<file path="config.mk">
export PLATFORM = sky130hd
export DESIGN_NAME = sorted_expiry_timer_queue_core
export DESIGN_NICKNAME = d
export VERILOG_FILES = /design/src/rtl/setq_pkg.sv /design/src/rtl/setq_ram.sv /design/src/rtl/setq_cmp.sv /design/src/rtl/sorted_expiry_timer_queue_core.sv
export SDC_FILE = /design/constraint.sdc
export NUM_CORES = 1
export LEC_CHECK = 0
export BUFFER_PORTS_ARGS = -buffer_cell sky130_fd_sc_hd__buf_2
export CAP_MARGIN = 40
export CORE_MARGIN = 2
export CORE_UTILIZATION = 37
export CTS_CLUSTER_SIZE = 28
export DETAILED_ROUTE_END_ITERATION = 6
export PLACE_DENSITY = 0.54
export SLEW_MARGIN = 10
export SYNTH_ARGS = -nofsm -noshare
export SYNTH_HDL_FRONTEND = slang
export SYNTH_SLANG_ARGS = --single-unit
</file>
<file path="constraint.sdc">
create_clock -name clk -period 4.7 [get_ports clk]
set_input_delay 1.41 -clock clk [delete_from_list [all_inputs] [get_ports clk]]
set_output_delay 1.41 -clock clk [all_outputs]
set_load 0.01 [all_outputs]
</file>
<file path="src/rtl/setq_pkg.sv">
`default_nettype none

package setq_pkg;

  // Request operation codes.
  typedef enum logic [1:0] {
    OP_ADD    = 2'd0,
    OP_ADJUST = 2'd1,
    OP_DELETE = 2'd2,
    OP_TICK   = 2'd3
  } op_t;

  // Result status codes.
  typedef enum logic [1:0] {
    ST_OK      = 2'd0,
    ST_FULL    = 2'd1,
    ST_ABSENT  = 2'd2,
    ST_PRESENT = 2'd3
  } status_t;

  // Sequencer states.
  typedef enum logic [3:0] {
    S_IDLE,
    S_SCAN_RD,
    S_SCAN_CHK,
    S_DECIDE,
    S_MV_RD,
    S_MV_WR,
    S_INS_WR,
    S_REPLY,
    S_TICK_RD,
    S_TICK_CHK,
    S_TICK_END
  } state_t;

  // Flags from the shared compare unit.
  typedef struct packed {
    logic le;
    logic hit;
  } cmp_res_t;

endpackage

`default_nettype wire

</file>
<file path="src/rtl/setq_ram.sv">
`default_nettype none

module setq_ram #(
  parameter int WIDTH = 38,
  parameter int DEPTH = 16
) (
  input  wire logic                     clk,
  input  wire logic                     wr_en,
  input  wire logic [$clog2(DEPTH)-1:0] wr_addr,
  input  wire logic [WIDTH-1:0]         wr_data,
  input  wire logic                     rd_en,
  input  wire logic [$clog2(DEPTH)-1:0] rd_addr,
  output logic      [WIDTH-1:0]         rd_data
);

  logic [WIDTH-1:0] mem [DEPTH];

  // One write port and one registered read port; read data holds when idle.
  always_ff @(posedge clk) begin
    if (wr_en) begin
      mem[wr_addr] <= wr_data;
    end
    if (rd_en) begin
      rd_data <= mem[rd_addr];
    end
  end

endmodule

`default_nettype wire

</file>
<file path="src/rtl/setq_cmp.sv">
`default_nettype none

module setq_cmp
  import setq_pkg::*;
#(
  parameter int TIME_BITS   = 32,
  parameter int HANDLE_BITS = 6
) (
  input  wire logic [TIME_BITS-1:0]   entry_time,
  input  wire logic [HANDLE_BITS-1:0] entry_handle,
  input  wire logic [TIME_BITS-1:0]   key_time,
  input  wire logic [HANDLE_BITS-1:0] key_handle,
  output cmp_res_t                    res
);

  // The one time comparator and handle matcher shared by every pass.
  always_comb begin
    res.le  = (entry_time <= key_time);
    res.hit = (entry_handle == key_handle);
  end

endmodule

`default_nettype wire

</file>
<file path="src/rtl/sorted_expiry_timer_queue_core.sv">
// Channel   Handshake              Payload
// request   in_valid / in_stall    op, handle, expiry, now_time
// result    out_valid / out_stall  status, expired_valid, expired_handle, last, occupancy
//
// Entries live in one RAM in ascending expiry order; a single comparator walks it.
// Add, adjust and delete scan every entry, then move a block of entries; add and adjust then
// write the key entry. A tick checks the head entries in order, then moves the rest down.
// The RAM has one read and one write port, and every pass shares the one comparator.
// rst is synchronous and empties the queue; the RAM contents need no clearing.
// The result register lets a new request in while a result waits; out_stall holds it.
`default_nettype none

module sorted_expiry_timer_queue_core
  import setq_pkg::*;
#(
  parameter int QUEUE_DEPTH  = 16,
  parameter int HANDLE_COUNT = 64,
  parameter int TIME_BITS    = 32
) (
  input  wire logic                              clk,
  input  wire logic                              rst,
  input  wire logic                              in_valid,
  output logic                                   in_stall,
  input  wire logic [1:0]                        op,
  input  wire logic [$clog2(HANDLE_COUNT)-1:0]   handle,
  input  wire logic [TIME_BITS-1:0]              expiry,
  input  wire logic [TIME_BITS-1:0]              now_time,
  output logic                                   out_valid,
  input  wire logic                              out_stall,
  output logic [1:0]                             status,
  output logic                                   expired_valid,
  output logic [$clog2(HANDLE_COUNT)-1:0]        expired_handle,
  output logic                                   last,
  output logic [$clog2(QUEUE_DEPTH+1)-1:0]       occupancy
);

  localparam int HANDLE_BITS = $clog2(HANDLE_COUNT);
  localparam int CNT_BITS    = $clog2(QUEUE_DEPTH + 1);
  localparam int IDX_BITS    = $clog2(QUEUE_DEPTH);
  localparam int WORD_BITS   = TIME_BITS + HANDLE_BITS;

  localparam logic [CNT_BITS-1:0]    ONE      = CNT_BITS'(1);
  localparam logic [CNT_BITS-1:0]    DEPTH_C  = CNT_BITS'(QUEUE_DEPTH);
  localparam logic [HANDLE_BITS:0]   HCOUNT_C = (HANDLE_BITS + 1)'(HANDLE_COUNT);

  // Sequencer and queue registers.
  state_t                  state, state_next;
  op_t                     op_q, op_q_next;
  logic [TIME_BITS-1:0]    key_time, key_time_next;
  logic [HANDLE_BITS-1:0]  key_handle, key_handle_next;
  logic                    in_range, in_range_next;
  logic [CNT_BITS-1:0]     count, count_next;
  logic [CNT_BITS-1:0]     idx, idx_next;
  logic [CNT_BITS-1:0]     le_cnt, le_cnt_next;
  logic                    found, found_next;
  logic [CNT_BITS-1:0]     fidx, fidx_next;
  status_t                 st_q, st_q_next;
  logic                    mv_up, mv_up_next;
  logic [CNT_BITS-1:0]     mv_ptr, mv_ptr_next;
  logic [CNT_BITS-1:0]     mv_len, mv_len_next;
  logic [CNT_BITS-1:0]     mv_gap, mv_gap_next;
  logic                    ins_do, ins_do_next;
  logic [CNT_BITS-1:0]     ins_pos, ins_pos_next;
  logic                    pend_valid, pend_valid_next;
  logic [HANDLE_BITS-1:0]  pend_handle, pend_handle_next;

  // RAM port signals.
  logic                    ram_wr_en;
  logic [CNT_BITS-1:0]     ram_wr_idx;
  logic [WORD_BITS-1:0]    ram_wr_data;
  logic                    ram_rd_en;
  logic [CNT_BITS-1:0]     ram_rd_idx;
  logic [WORD_BITS-1:0]    ram_rd_data;
  logic [TIME_BITS-1:0]    entry_time;
  logic [HANDLE_BITS-1:0]  entry_handle;
  cmp_res_t                cmp_res;

  // Result load signals.
  logic                    out_free;
  logic                    emit;
  status_t                 emit_status;
  logic                    emit_xv;
  logic [HANDLE_BITS-1:0]  emit_handle;
  logic                    emit_last;
  logic [CNT_BITS-1:0]     emit_occ;

  assign entry_time   = ram_rd_data[WORD_BITS-1:HANDLE_BITS];
  assign entry_handle = ram_rd_data[HANDLE_BITS-1:0];
  assign out_free     = !out_valid || !out_stall;
  assign in_stall     = (state != S_IDLE);

  setq_ram #(
    .WIDTH (WORD_BITS),
    .DEPTH (QUEUE_DEPTH)
  ) u_ram (
    .clk     (clk),
    .wr_en   (ram_wr_en),
    .wr_addr (ram_wr_idx[IDX_BITS-1:0]),
    .wr_data (ram_wr_data),
    .rd_en   (ram_rd_en),
    .rd_addr (ram_rd_idx[IDX_BITS-1:0]),
    .rd_data (ram_rd_data)
  );

  setq_cmp #(
    .TIME_BITS   (TIME_BITS),
    .HANDLE_BITS (HANDLE_BITS)
  ) u_cmp (
    .entry_time   (entry_time),
    .entry_handle (entry_handle),
    .key_time     (key_time),
    .key_handle   (key_handle),
    .res          (cmp_res)
  );

  // State and control registers.
  always_ff @(posedge clk) begin
    if (rst) begin
      state      <= S_IDLE;
      count      <= '0;
      pend_valid <= 1'b0;
    end else begin
      state      <= state_next;
      count      <= count_next;
      pend_valid <= pend_valid_next;
    end
  end

  // Working registers of the current request.
  always_ff @(posedge clk) begin
    op_q        <= op_q_next;
    key_time    <= key_time_next;
    key_handle  <= key_handle_next;
    in_range    <= in_range_next;
    idx         <= idx_next;
    le_cnt      <= le_cnt_next;
    found       <= found_next;
    fidx        <= fidx_next;
    st_q        <= st_q_next;
    mv_up       <= mv_up_next;
    mv_ptr      <= mv_ptr_next;
    mv_len      <= mv_len_next;
    mv_gap      <= mv_gap_next;
    ins_do      <= ins_do_next;
    ins_pos     <= ins_pos_next;
    pend_handle <= pend_handle_next;
  end

  // Result register: loads on emit, empties when taken.
  always_ff @(posedge clk) begin
    if (rst) begin
      out_valid <= 1'b0;
    end else if (emit) begin
      out_valid <= 1'b1;
    end else if (!out_stall) begin
      out_valid <= 1'b0;
    end
  end

  always_ff @(posedge clk) begin
    if (emit) begin
      status         <= emit_status;
      expired_valid  <= emit_xv;
      expired_handle <= emit_handle;
      last           <= emit_last;
      occupancy      <= emit_occ;
    end
  end

  // Sequencer: scan, decide, move entries, insert, reply; tick walks the head.
  always_comb begin
    state_next       = state;
    op_q_next        = op_q;
    key_time_next    = key_time;
    key_handle_next  = key_handle;
    in_range_next    = in_range;
    count_next       = count;
    idx_next         = idx;
    le_cnt_next      = le_cnt;
    found_next       = found;
    fidx_next        = fidx;
    st_q_next        = st_q;
    mv_up_next       = mv_up;
    mv_ptr_next      = mv_ptr;
    mv_len_next      = mv_len;
    mv_gap_next      = mv_gap;
    ins_do_next      = ins_do;
    ins_pos_next     = ins_pos;
    pend_valid_next  = pend_valid;
    pend_handle_next = pend_handle;

    ram_wr_en   = 1'b0;
    ram_wr_idx  = '0;
    ram_wr_data = ram_rd_data;
    ram_rd_en   = 1'b0;
    ram_rd_idx  = '0;

    emit        = 1'b0;
    emit_status = ST_OK;
    emit_xv     = 1'b0;
    emit_handle = '0;
    emit_last   = 1'b1;
    emit_occ    = count;

    unique case (state)
      S_IDLE: begin
        if (in_valid) begin
          op_q_next       = op_t'(op);
          key_handle_next = handle;
          key_time_next   = (op_t'(op) == OP_TICK) ? now_time : expiry;
          in_range_next   = ({1'b0, handle} < HCOUNT_C);
          idx_next        = '0;
          le_cnt_next     = '0;
          found_next      = 1'b0;
          fidx_next       = '0;
          pend_valid_next = 1'b0;
          state_next      = (op_t'(op) == OP_TICK) ? S_TICK_RD : S_SCAN_RD;
        end
      end

      // Walk every queued entry: find the handle, count other entries at or before the key.
      S_SCAN_RD: begin
        if (idx < count) begin
          ram_rd_en  = 1'b1;
          ram_rd_idx = idx;
          state_next = S_SCAN_CHK;
        end else begin
          state_next = S_DECIDE;
        end
      end

      S_SCAN_CHK: begin
        if (cmp_res.hit) begin
          found_next = 1'b1;
          fidx_next  = idx;
        end else if (cmp_res.le) begin
          le_cnt_next = le_cnt + ONE;
        end
        idx_next   = idx + ONE;
        state_next = S_SCAN_RD;
      end

      // Pick the status and set up the block move and the insert.
      S_DECIDE: begin
        mv_len_next = '0;
        mv_gap_next = ONE;
        ins_do_next = 1'b0;
        st_q_next   = ST_OK;
        unique case (op_q)
          OP_ADD: begin
            if (!in_range) begin
              st_q_next = ST_ABSENT;
            end else if (found) begin
              st_q_next = ST_PRESENT;
            end else if (count >= DEPTH_C) begin
              st_q_next = ST_FULL;
            end else begin
              mv_up_next   = 1'b1;
              mv_ptr_next  = count - ONE;
              mv_len_next  = count - le_cnt;
              ins_do_next  = 1'b1;
              ins_pos_next = le_cnt;
              count_next   = count + ONE;
            end
          end
          OP_ADJUST: begin
            if (!found) begin
              st_q_next = ST_ABSENT;
            end else begin
              ins_do_next  = 1'b1;
              ins_pos_next = le_cnt;
              if (le_cnt > fidx) begin
                mv_up_next  = 1'b0;
                mv_ptr_next = fidx + ONE;
                mv_len_next = le_cnt - fidx;
              end else if (le_cnt < fidx) begin
                mv_up_next  = 1'b1;
                mv_ptr_next = fidx - ONE;
                mv_len_next = fidx - le_cnt;
              end
            end
          end
          OP_DELETE: begin
            if (!found) begin
              st_q_next = ST_ABSENT;
            end else begin
              mv_up_next  = 1'b0;
              mv_ptr_next = fidx + ONE;
              mv_len_next = count - fidx - ONE;
              count_next  = count - ONE;
            end
          end
          OP_TICK: begin
            st_q_next = ST_OK;
          end
        endcase
        state_next = S_MV_RD;
      end

      // Block move, one entry per read and write pair.
      S_MV_RD: begin
        if (mv_len == '0) begin
          if (op_q == OP_TICK) begin
            state_next = S_IDLE;
          end else if (ins_do) begin
            state_next = S_INS_WR;
          end else begin
            state_next = S_REPLY;
          end
        end else begin
          ram_rd_en  = 1'b1;
          ram_rd_idx = mv_ptr;
          state_next = S_MV_WR;
        end
      end

      S_MV_WR: begin
        ram_wr_en   = 1'b1;
        ram_wr_data = ram_rd_data;
        if (mv_up) begin
          ram_wr_idx  = mv_ptr + ONE;
          mv_ptr_next = mv_ptr - ONE;
        end else begin
          ram_wr_idx  = mv_ptr - mv_gap;
          mv_ptr_next = mv_ptr + ONE;
        end
        mv_len_next = mv_len - ONE;
        state_next  = S_MV_RD;
      end

      S_INS_WR: begin
        ram_wr_en   = 1'b1;
        ram_wr_idx  = ins_pos;
        ram_wr_data = {key_time, key_handle};
        state_next  = S_REPLY;
      end

      S_REPLY: begin
        if (out_free) begin
          emit        = 1'b1;
          emit_status = st_q;
          state_next  = S_IDLE;
        end
      end

      // Tick: read the head entries in order while they have expired.
      S_TICK_RD: begin
        if (idx < count) begin
          ram_rd_en  = 1'b1;
          ram_rd_idx = idx;
          state_next = S_TICK_CHK;
        end else begin
          state_next = S_TICK_END;
        end
      end

      // An expired entry is held back until the next one is checked so the final one can carry last.
      S_TICK_CHK: begin
        if (cmp_res.le) begin
          if (pend_valid) begin
            if (out_free) begin
              emit             = 1'b1;
              emit_xv          = 1'b1;
              emit_handle      = pend_handle;
              emit_last        = 1'b0;
              emit_occ         = count - idx;
              pend_handle_next = entry_handle;
              idx_next         = idx + ONE;
              state_next       = S_TICK_RD;
            end
          end else begin
            pend_valid_next  = 1'b1;
            pend_handle_next = entry_handle;
            idx_next         = idx + ONE;
            state_next       = S_TICK_RD;
          end
        end else begin
          state_next = S_TICK_END;
        end
      end

      // Send the final result, then close the gap left by the expired entries.
      S_TICK_END: begin
        if (out_free) begin
          emit = 1'b1;
          if (pend_valid) begin
            emit_xv     = 1'b1;
            emit_handle = pend_handle;
            emit_occ    = count - idx;
          end
          pend_valid_next = 1'b0;
          count_next      = count - idx;
          mv_up_next      = 1'b0;
          mv_ptr_next     = idx;
          mv_gap_next     = idx;
          mv_len_next     = (idx == '0) ? '0 : (count - idx);
          state_next      = S_MV_RD;
        end
      end

      default: begin
        state_next = S_IDLE;
      end
    endcase
  end

endmodule

`default_nettype wire
</file>
==> load_flow_metrics.sql, run 1 <==
INSERT INTO impl_metrics (metric_group, metric, value, unit) VALUES
('yosys', 'synthesis.yosys.warnings', '0', ''),
('placed_design', 'placement.setup.worst_slack', '0.741', 'ns'),
('clock_network', 'cts_resized', '0', ''),
('clock_network', 'tritoncts.num_buffers', '81', ''),
('drt', 'post-route-drc-count', '0', ''),
('global_routing', 'grt-ovfl-total', '0', ''),
('global_routing', 'pin_count_of_the_biggest_net_entering_global_routing', '40', ''),
('critical_path', 'crit_chain', 'inv_1 > ha_1 > nor2b_1 > o31ai_1 > a211oi_4 > a22oi_2 > buf_12 > buf_4 > mux4_2 > a22oi_1 > nand3_1', ''),
('yosys', 'synth_area', '32100', 'sq um'),
('placed_design', 'placedInstanceArea', '34400', 'sq um'),
('power_and_ir_drop', 'p_leak', '0.0124', 'uW'),
('global_routing', 'initial_antenna_violation_count', '2', ''),
('floorplan', 'placement_rows', '108', ''),
('sta', 'tightest_slew', '0.947', 'ns'),
('yosys', 'synth-seq-cells', '755', ''),
('floorplan', 'die_boundary_height', '299', 'um'),
('yosys', 'synth.lib_cells_used.distinct', '74', ''),
('drt', 'antenna_violation_net_count_after_detailed_routing', '0', ''),
('drt', 'maxUsedRoutingLayer', 'met4', ''),
('clock_network', 'numClockSinks', '755', ''),
('final_layout', 'synthToLayoutAreaGrowth', '15.3', '%'),
('global_routing', 'grt_usage', '17.5', '%'),
('drt', 'detail_route.wirelength', '77800', 'um'),
('drt', 'via_per_inst', '5.33', ''),
('yosys', 'async_reset_ff_share', '0', '%'),
('drt', 'post_drt_wl_per_cell', '24.3', 'um'),
('power_and_ir_drop', 'powerDensity', '519', 'nW/um^2'),
('sta', 'report.final.setup_viol', '0', ''),
('floorplan', 'floorplan.core_area', '86300', 'sq um'),
('critical_path', 'worstPathMaxFanout', '39', ''),
('status', 'outcome', 'finished, final reports clean', ''),
('clock_network', 'worst_skew_pair.late_latency', '0.64', 'ns'),
('drt', 'dr.first_iter.drc_count', '1457', ''),
('final_layout', 'final_cell_mix', 'sky130_fd_sc_hd__edfxtp_1, sky130_fd_sc_hd__mux4_2, sky130_fd_sc_hd__nand2_1', ''),
('global_routing', 'grt_pass1_wl', '116000', 'um'),
('floorplan', 'fp.dieArea', '89100', 'sq um'),
('sta', 'setup_slack', '0.751', 'ns'),
('yosys', 'synth_enable_flop_cells', '744', ''),
('floorplan', 'io_pins', '93', ''),
('clock_network', 'clkTransAtPathRegs', '0.06', 'ns'),
('clock_network', 'cts_buffer_depth', '3', ''),
('final_layout', 'antenna_cells_inserted', '0', ''),
('placed_design', 'globalplace.congestion', '0.824', ''),
('yosys', 'ys_dominant_reg_cell', 'sky130_fd_sc_hd__edfxtp_1', ''),
('yosys', 'synth_sequential_area_ratio', '70.3', '%'),
('critical_path', 'slowest_stage_delay_on_critical_path', '0.55', 'ns'),
('critical_path', 'worst_setup_path_end_kind', 'flip-flop', ''),
('final_layout', 'post_route_cells_drive_above_1_share', '25.5', '%'),
('placed_design', 'port_buffers', '92', ''),
('placed_design', 'detailedPlacementHpwl', '45900', 'um'),
('floorplan', 'start_util', '37.2', '%'),
('sta', 'fin_worst_skew', '0.0284', 'ns'),
('sta', 'finalCriticalPeriod', '3.95', 'ns'),
('final_layout', 'stdcell_area', '37000', 'sq um'),
('critical_path', 'worst_path_top_cell_family_by_delay', 'compound AO/OA/AOI/OAI gates', ''),
('final_layout', 'most_frequent_standard_cell_in_the_layout_excluding_fill_and_tap_cells', 'sky130_fd_sc_hd__edfxtp_1', ''),
('floorplan', 'die_x', '299', 'um'),
('clock_network', 'post-cts-setup-buffers', '0', ''),
('critical_path', 'timing.critical_path.slowest_stage_cell', 'sky130_fd_sc_hd__mux4_2', ''),
('sta', 'hold_violations', '0', ''),
('critical_path', 'reg2reg_slack', '0.75', 'ns'),
('sta', 'rsz0062_at_grt', 'false', ''),
('critical_path', 'worst-endpoint-required', '5.07', 'ns'),
('sta', 'final_max_slew_viol_count', '0', ''),
('clock_network', 'cts-root-buf', 'sky130_fd_sc_hd__clkbuf_16', ''),
('final_layout', 'fin_nets', '2142', ''),
('final_layout', 'finish.utilization', '42.9', '%'),
('drt', 'routed-wl-met2', '37900', 'um'),
('sta', 'relSlewSlack', '36.4', '%'),
('critical_path', 'cp-start-kind', 'flip-flop', ''),
('critical_path', 'worst-setup-path-type', 'flip-flop to flip-flop', '');
cells by family (layout without fill, tap and decap cells):
family | after synthesis | count (layout) | synth area share [%]
AO/OA/AOI/OAI | 215 | 215 | 4.49
XOR/XNOR | 39 | 39 | 1.06
adder cells (fa/ha/maj) | 79 | 79 | 3.22
buffers and inverters | 169 | 382 | 2.29
flip-flops | 755 | 755 | 70.3
multiplexers | 230 | 230 | 13.4
AND/OR/NAND/NOR | 352 | 352 | 5.29
per-layer routing:
metal	vias to the layer above	GRT usage (%)
met5	-	0
met2	456	28.8
met1	8901	24.1
li1	7596	-
met4	0	5.29
met3	128	2.66
power breakdown:
part / internal, uW / switching (uW) / total, uW
Combinational: 1650 / 2600 / 4240
Sequential: 8420 / 366 / 8780
Clock: 3540 / 2670 / 6200
flip-flops by register name, indices dropped and copies added, names as in the netlist, 5 cells and up:
signal	cells
count	5
expired_handle	6
fidx	5
idx	5
key_handle	6
key_time	32
le_cnt	5
mv_len	5
occupancy	5
pend_handle	6
u_ram.mem	608
u_ram.rd_data	38
area by class of cell:
cell class,count,area [sq um],share of cell area [%]
Tap cell,1155,1450,3.90
Timing Repair Buffer,153,1110,3.01
Sequential cell,755,22600,61.0
Clock inverter,50,474,1.28
Clock buffer,98,2090,5.65
Multi-Input combinational cell,915,9020,24.4
Inverter,81,304,0.821
Yosys cell counts, drive strengths merged (6+ instances only):
cell,count,area [sq um]
edfxtp,744,22300
mux4,152,3420
nand2,106,398
inv,81,304
ha,73,913
mux2,72,811
nor2,68,258
nand3,61,305
a21oi,51,255
clkbuf,49,184
a22oi,46,350
nand2b,43,269
o21ai,41,209
buf,39,248
nor3,22,110
xor2,20,175
xnor2,19,166
and2,11,68.8
dfxtp,11,220
nand4,10,62.6
nor2b,10,62.6
a21o,9,67.6
a221oi,8,70.1
a31oi,7,43.8
o31ai,7,52.6
a211oi,6,57.6
fa,6,120
mux2i,6,60.1
o22ai,6,37.5
stage by stage:
stage	total power, uW	std cells	TNS, ns	hold slack, ns
5_1_grt	20100	3207	0	0.507
2_1_floorplan	11700	1839	-42.15	0.467
3_3_place_gp	13100	3055	0	0.483
6_report	19200	3207	0	0.504
3_5_place_dp	13200	3058	0	0.490
4_1_cts	19400	3206	0	0.503
path summary, 6_finish.rpt:
kind	end	from	cells after the start
max	u_ram.rd_data[18]	idx[1]	11
min	pend_handle[1]	u_ram.rd_data[1]	0
min reg2reg	pend_handle[1]	u_ram.rd_data[1]	0
max reg2reg	u_ram.rd_data[18]	idx[1]	11
worst reg2reg max path, delay by kind of cell (launching register included):
family,cells,cell delay [ns]
mux,1,0.56
fa+ha+maj,1,0.28
simple gates,2,0.25
compound gates,4,1.16
flops,1,0.46
buf+inv,3,0.98
Power figures use the tool's default switching activity.
==> inputs of run 2 (changes only) <==
--- a/config.mk
+++ b/config.mk
@@ -11,7 +11,7 @@
 export CORE_UTILIZATION = 37
 export CTS_CLUSTER_SIZE = 28
 export DETAILED_ROUTE_END_ITERATION = 6
-export PLACE_DENSITY = 0.54
+export PLACE_DENSITY = 0.52
 export SLEW_MARGIN = 10
 export SYNTH_ARGS = -nofsm -noshare
 export SYNTH_HDL_FRONTEND = slang
==> constraint.sdc (replaced) <==
create_clock -name clk -period 3.69 [get_ports clk]
set_input_delay 1.107 -clock clk [delete_from_list [all_inputs] [get_ports clk]]
set_output_delay 1.107 -clock clk [all_outputs]
set_load 0.01 [all_outputs]
==> run 2 against run 1 <==
  * Critical path depth is 1 lower
  * Count of clock-buffer cells in the layout is 6 higher
  * Register-to-register slack worse by 0.54 ns
  * Combinational power is 33% higher
  * Via count is 0.59% higher
  * Global-route usage is 0.30 points higher
  * Critical path type unchanged
  * Critical endpoint is now expired_handle[0]
  * Largest power group unchanged
==> load_flow_metrics.sql, run 2 (same netlist as run 1, synthesis figures left out) <==
INSERT INTO impl_metrics (metric_group, metric, value, unit) VALUES
('status', 'outcome', 'finished, final reports clean', ''),
('critical_path', 'timing.critical_path.from', 'u_ram.rd_data[36]', ''),
('floorplan', 'die_x', '299', 'um'),
('drt', 'dr.first_iter.drc_count', '1461', ''),
('clock_network', 'post-cts-setup-buffers', '0', ''),
('critical_path', 'timing.reg2reg.worst_path_depth', '10', ''),
('sta', 'report.final.setup_viol', '0', ''),
('clock_network', 'cts_resized', '0', ''),
('critical_path', 'worst_setup_path_end_kind', 'flip-flop', ''),
('power_and_ir_drop', 'p_leak', '0.0126', 'uW'),
('global_routing', 'vias_in_the_first_global_route', '17831', ''),
('global_routing', 'grt-ovfl-total', '0', ''),
('drt', 'detail_route.wirelength', '78900', 'um'),
('final_layout', 'top_register', 'u_ram.mem', ''),
('min_path', 'min-delay-start', 'u_ram.rd_data[1]', ''),
('clock_network', 'clkTransAtPathRegs', '0.06', 'ns'),
('final_layout', 'synthToLayoutAreaGrowth', '16.9', '%'),
('global_routing', 'grt_pass1_wl', '117000', 'um'),
('critical_path', 'slowest_stage_delay_on_critical_path', '0.68', 'ns'),
('final_layout', 'largest_reg_flops', '608', ''),
('critical_path', 'worst_r2r_startpoint', 'u_ram.rd_data[36]', ''),
('min_path', 'hold_path.class', 'flip-flop to flip-flop', ''),
('power_and_ir_drop', 'pnr_total_power', '24800', 'uW'),
('sta', 'max_freq', '287', 'MHz'),
('critical_path', 'cp-start-kind', 'flip-flop', ''),
('sta', 'finalCriticalPeriod', '3.48', 'ns'),
('clock_network', 'cts-root-buf', 'sky130_fd_sc_hd__clkbuf_16', ''),
('clock_network', 'tritoncts', 'built', ''),
('placed_design', 'globalplace.congestion', '0.802', ''),
('global_routing', 'initial_antenna_violation_count', '2', ''),
('floorplan', 'die_boundary_height', '299', 'um'),
('sta', 'finalSetupTns', '0', 'ns'),
('min_path', 'min_delay_path_depth', '0', ''),
('sta', 'hold_violations', '0', ''),
('final_layout', 'stdcell_area', '37500', 'sq um'),
('job', 'cap_viol_max_count', '0', ''),
('placed_design', 'detailedPlacementHpwl', '44300', 'um'),
('drt', 'vias', '17181', ''),
('floorplan', 'io_pins', '93', ''),
('critical_path', 'worstPathMaxFanout', '9', ''),
('drt', 'drt_pre_antenna_iters', '5', ''),
('final_layout', 'most_frequent_standard_cell_in_the_layout_excluding_fill_and_tap_cells', 'sky130_fd_sc_hd__edfxtp_1', ''),
('final_layout', 'fin_nets', '2174', ''),
('clock_network', 'cts_hold_buf', '0', ''),
('sta', 'rsz0062_at_grt', 'false', ''),
('clock_network', 'worst_skew_pair.late_latency', '0.63', 'ns'),
('clock_network', 'numClockSinks', '755', ''),
('sta', 'tightest_slew', '0.816', 'ns'),
('power_and_ir_drop', 'powerDensity', '660', 'nW/um^2'),
('final_layout', 'post_route_cells_drive_above_1_share', '26.5', '%'),
('final_layout', 'final_cell_mix', 'sky130_fd_sc_hd__edfxtp_1, sky130_fd_sc_hd__mux4_2, sky130_fd_sc_hd__nand2_1', ''),
('critical_path', 'crit_arrival', '3.85', 'ns'),
('global_routing', 'grt_usage', '17.8', '%'),
('sta', 'fin_worst_skew', '0.0254', 'ns'),
('sta', 'final_max_slew_viol_count', '0', ''),
('final_layout', 'largest_registers', 'u_ram.mem: 608 flops, u_ram.rd_data: 38 flops, key_time: 32 flops', ''),
('drt', 'via_per_inst', '5.31', ''),
('floorplan', 'start_util', '37.2', '%'),
('global_routing', 'pin_count_of_the_biggest_net_entering_global_routing', '50', ''),
('drt', 'antenna_violation_net_count_after_detailed_routing', '0', ''),
('clock_network', 'cts_max_level', '3', ''),
('power_and_ir_drop', 'irDropWorstVdd', '391', 'uV'),
('sta', 'relSlewSlack', '45.0', '%'),
('placed_design', 'placedInstanceArea', '34900', 'sq um'),
('sta', 'hold_ws', '0.501', 'ns'),
('sta', 'min_period_over_period', '94.4', '%'),
('drt', 'post_drt_wl_per_cell', '24.4', 'um'),
('clock_network', 'cts_buffer_depth', '3', ''),
('floorplan', 'fp.dieArea', '89100', 'sq um'),
('placed_design', 'port_buffers', '92', ''),
('critical_path', 'crit_chain', 'ha_1 > nand4_1 > or4_1 > a311oi_1 > buf_4 > nor3_1 > buf_4 > a22oi_1 > nor2_1 > buf_4', ''),
('critical_path', 'timing.critical_path.slowest_stage_cell', 'sky130_fd_sc_hd__or4_1', ''),
('clock_network', 'tritoncts.num_buffers', '80', ''),
('critical_path', 'crit_top_cell', 'sky130_fd_sc_hd__buf_4', ''),
('drt', 'post-route-drc-count', '0', ''),
('floorplan', 'placement_rows', '108', ''),
('critical_path', 'worst-endpoint-required', '4.06', 'ns'),
('floorplan', 'floorplan.core_area', '86300', 'sq um'),
('critical_path', 'worst-setup-path-type', 'flip-flop to flip-flop', '');
-- run 2: cell count changes in the layout (fill, tap and decap cells not counted), moves of 2 or more --
cell	change
sky130_fd_sc_hd__buf_12	+15
sky130_fd_sc_hd__buf_4	+18
sky130_fd_sc_hd__bufinv_16	+3
sky130_fd_sc_hd__clkinv_2	-3
sky130_fd_sc_hd__nor3_2	-4
sky130_fd_sc_hd__diode_2	+2
sky130_fd_sc_hd__clkinvlp_4	-2
sky130_fd_sc_hd__inv_16	-3
sky130_fd_sc_hd__inv_6	-2
sky130_fd_sc_hd__clkinv_1	-5
sky130_fd_sc_hd__clkbuf_1	+5
sky130_fd_sc_hd__nor3_4	+4
-- run 2: critical path, delay by kind of cell, from the launching register on --
kind	cells	cell delay, ns
flops	1	0.39
simple gates	4	1.12
compound gates	2	0.74
fa+ha+maj	1	0.33
buf+inv	3	0.61
-- run 2: cell type report --
class / instances / area [sq um]
antenna: 2 / 5.00
clock buffer: 104 / 2130
clock inverter: 40 / 484
fill: 7561 / 48800
inverter: 81 / 304
multi-input combinational: 915 / 9050
sequential: 755 / 22600
tap: 1155 / 1450
timing repair buffer: 186 / 1550
-- run 2: metal layers --
metal	vias up	global-route usage [%]	part of all wire, %
li1	7662	-	-
met5	-	0	0
met2	466	29.5	49
met4	0	4.08	1.8
met3	103	2.74	5.0
met1	8950	24.8	45
-- run 2: path summary, 6_finish.rpt --
kind	end	slack, ns
setup / recovery	expired_handle[0]	0.21
hold / removal	pend_handle[1]	0.50
setup reg to reg	expired_handle[0]	0.21
hold reg to reg	pend_handle[1]	0.50
-- run 2: metrics by stage --
| step | utilization (%) | cells | setup slack, ns |
|---|---|---|---|
| final | 43.5 | 3238 | 0.208 |
| after global routing | 43.5 | 3236 | 0.0579 |
| after CTS | 43.5 | 3235 | 0.237 |
| after detailed placement | 40.4 | 3091 | 0.265 |
| after global placement | 40.4 | 3089 | 0.257 |
| after floorplan | - | 1839 | -0.448 |
-- run 2: power breakdown --
part	internal [uW]	switching (uW)
Combinational	2220	3410
Clock	4730	3320
Sequential	10700	366
==> inputs of run 3 (changes only) <==
--- a/config.mk
+++ b/config.mk
@@ -8,10 +8,11 @@
 export BUFFER_PORTS_ARGS = -buffer_cell sky130_fd_sc_hd__buf_2
 export CAP_MARGIN = 40
 export CORE_MARGIN = 2
-export CORE_UTILIZATION = 37
+export CORE_UTILIZATION = 35
 export CTS_CLUSTER_SIZE = 28
 export DETAILED_ROUTE_END_ITERATION = 6
-export PLACE_DENSITY = 0.52
+export PLACE_DENSITY = 0.5
+export REMOVE_ABC_BUFFERS = 1
 export SLEW_MARGIN = 10
 export SYNTH_ARGS = -nofsm -noshare
 export SYNTH_HDL_FRONTEND = slang
==> run 3 against run 2 <==
  * Design area rose by 0.17%
  * Worst setup slack improved by 0.052 ns
  * Sequential power barely moved
  * Die area rose by 5.6%
  * Sequential share of layout area fell by 0.10 points
  * Combinational power rose by 1%
  * Register-to-register slack improved by 0.05 ns
  * Sequential cell count did not move
  * Highest routed layer unchanged
==> load_flow_metrics.sql, run 3 (same netlist as run 1, synthesis figures left out) <==
INSERT INTO impl_metrics (metric_group, metric, value, unit) VALUES
('critical_path', 'timing.critical_path.from', 'u_ram.rd_data[33]', ''),
('status', 'outcome', 'finished, final reports clean', ''),
('final_layout', 'top_register', 'u_ram.mem', ''),
('clock_network', 'tritoncts.num_buffers', '84', ''),
('final_layout', 'fin_nets', '2178', ''),
('final_layout', 'layout.cells.non_filler', '3272', ''),
('critical_path', 'worst_setup_path_end_kind', 'flip-flop', ''),
('sta', 'report.final.setup_viol', '0', ''),
('sta', 'relSlewSlack', '38.8', '%'),
('global_routing', 'pin_count_of_the_biggest_net_entering_global_routing', '53', ''),
('placed_design', 'placement.setup.worst_slack', '0.240', 'ns'),
('drt', 'post_drt_wl_per_cell', '24.9', 'um'),
('global_routing', 'grt_use_met2', '29.4', '%'),
('sta', 'hold_violations', '0', ''),
('floorplan', 'start_util', '35.2', '%'),
('global_routing', 'met3_usage_grt', '2.67', '%'),
('final_layout', 'most_frequent_standard_cell_in_the_layout_excluding_fill_and_tap_cells', 'sky130_fd_sc_hd__edfxtp_1', ''),
('critical_path', 'worstPathMaxFanout', '5', ''),
('clock_network', 'cts_max_level', '3', ''),
('drt', 'drt_pre_antenna_iters', '5', ''),
('global_routing', 'grt-ovfl-total', '0', ''),
('critical_path', 'worst-endpoint-required', '4.06', 'ns'),
('power_and_ir_drop', 'powerDensity', '662', 'nW/um^2'),
('min_path', 'min-delay-start', 'u_ram.rd_data[2]', ''),
('floorplan', 'placement_rows', '111', ''),
('final_layout', 'layout.filler_cells', '8062', ''),
('global_routing', 'grt_pass1_wl', '120000', 'um'),
('final_layout', 'final_cell_mix', 'sky130_fd_sc_hd__edfxtp_1, sky130_fd_sc_hd__mux4_2, sky130_fd_sc_hd__nand2_1', ''),
('floorplan', 'die_x', '307', 'um'),
('power_and_ir_drop', 'p_leak', '0.0126', 'uW'),
('global_routing', 'grt_busiest_layer', 'met2', ''),
('global_routing', 'vias_in_the_first_global_route', '17884', ''),
('drt', 'detail_route.wirelength', '81400', 'um'),
('floorplan', 'fp.dieArea', '94200', 'sq um'),
('final_layout', 'antenna_cells_inserted', '0', ''),
('clock_network', 'cts-root-buf', 'sky130_fd_sc_hd__clkbuf_16', ''),
('global_routing', 'initial_antenna_violation_count', '2', ''),
('critical_path', 'worst_r2r_startpoint', 'u_ram.rd_data[33]', ''),
('sta', 'tightest_slew', '0.912', 'ns'),
('drt', 'dr.first_iter.drc_count', '1695', ''),
('power_and_ir_drop', 'irDropWorstVdd', '365', 'uV'),
('global_routing', 'grt_util_met1', '23.3', '%'),
('sta', 'min_period_over_period', '93.0', '%'),
('floorplan', 'io_pins', '93', ''),
('power_and_ir_drop', 'pnr_total_power', '24900', 'uW'),
('placed_design', 'detailedPlacementHpwl', '46000', 'um'),
('drt', 'antenna_violation_net_count_after_detailed_routing', '0', ''),
('critical_path', 'cp-start-kind', 'flip-flop', ''),
('final_layout', 'synthToLayoutAreaGrowth', '17.1', '%'),
('clock_network', 'tritoncts', 'built', ''),
('critical_path', 'crit_arrival', '3.80', 'ns'),
('clock_network', 'clkTransAtPathRegs', '0.06', 'ns'),
('drt', 'post-route-drc-count', '0', ''),
('drt', 'vias', '17316', ''),
('sta', 'setup_slack', '0.259', 'ns'),
('clock_network', 'cts_hold_buf', '0', ''),
('sta', 'rsz0062_at_grt', 'false', ''),
('sta', 'fin_worst_skew', '0.0273', 'ns'),
('job', 'cap_viol_max_count', '0', ''),
('global_routing', 'grt_usage', '17.4', '%'),
('clock_network', 'post-cts-setup-buffers', '0', ''),
('placed_design', 'placedCellCount', '3123', ''),
('sta', 'final_max_slew_viol_count', '0', ''),
('sta', 'max_freq', '291', 'MHz'),
('drt', 'via_per_inst', '5.29', ''),
('final_layout', 'largest_registers', 'u_ram.mem: 608 flops, u_ram.rd_data: 38 flops, key_time: 32 flops', ''),
('floorplan', 'die_boundary_height', '307', 'um'),
('min_path', 'hold_path.class', 'flip-flop to flip-flop', ''),
('critical_path', 'worst-setup-path-type', 'flip-flop to flip-flop', ''),
('placed_design', 'port_buffers', '92', ''),
('clock_network', 'worst_skew_pair.late_latency', '0.64', 'ns'),
('final_layout', 'post_route_cells_drive_above_1_share', '26.5', '%'),
('sta', 'finalCriticalPeriod', '3.43', 'ns'),
('clock_network', 'numClockSinks', '755', ''),
('final_layout', 'largest_reg_flops', '608', ''),
('clock_network', 'cts_buffer_depth', '3', ''),
('floorplan', 'floorplan.core_area', '91200', 'sq um'),
('placed_design', 'globalplace.congestion', '0.833', '');
[run 3: per-layer routing]
layer	routed length, um	vias up	part of all wire (%)
li1	-	7661	-
met1	35600	9076	44
met2	40400	465	50
met3	3610	114	4.4
met4	1860	0	2.3
met5	0	-	0
[run 3: layout make-up]
cell class                 count  area [sq um]  area share [%]
clock inverter                49           490            1.30
tap                         1186          1480            3.95
clock buffer                 100          2180            5.81
timing repair buffer         186          1590            4.22
sequential                   755         22600            60.0
multi-input combinational    915          8980            23.9
inverter                      81           304           0.809
[run 3: timing repair]
action,CTS,global route
hold endpoints to repair,0,0
gates resized for setup,0,1
endpoints found under the setup margin,0,6
[run 3: path summary, 6_finish.rpt]
path | end | slack [ns] | depth (start not counted)
worst min-delay path | pend_handle[2] | 0.52 | 0
worst min register to register | pend_handle[2] | 0.52 | 0
worst max-delay path | occupancy[2] | 0.26 | 9
worst max register to register | occupancy[2] | 0.26 | 9
[run 3: worst max-delay path, stage by stage (launching register included)]
cell	delay (ns)
sky130_fd_sc_hd__edfxtp_1	0.41
sky130_fd_sc_hd__ha_1	0.34
sky130_fd_sc_hd__nand4_1	0.25
sky130_fd_sc_hd__or4_1	0.63
sky130_fd_sc_hd__a311oi_1	0.42
sky130_fd_sc_hd__buf_2	0.26
sky130_fd_sc_hd__nor3_1	0.08
sky130_fd_sc_hd__buf_4	0.17
sky130_fd_sc_hd__o21a_1	0.27
sky130_fd_sc_hd__mux2_1	0.35
[run 3: per-stage QoR]
| stage | utilization [%] | instance area, sq um | hold WS [ns] | TNS, ns |
|---|---|---|---|---|
| 2_1_floorplan | - | 31700 | 0.467 | -3027.75 |
| 3_3_place_gp | 38.3 | 34900 | 0.490 | -0.275 |
| 3_5_place_dp | 38.3 | 34900 | 0.493 | 0 |
| 4_1_cts | 41.2 | 37600 | 0.526 | 0 |
| 5_1_grt | 41.2 | 37600 | 0.549 | 0 |
| 6_report | 41.2 | 37600 | 0.520 | 0 |
[run 3: power breakdown]
| group | internal, uW | switching [uW] |
|---|---|---|
| Combinational | 2260 | 3430 |
| Sequential | 10700 | 352 |
| Clock | 4730 | 3380 |
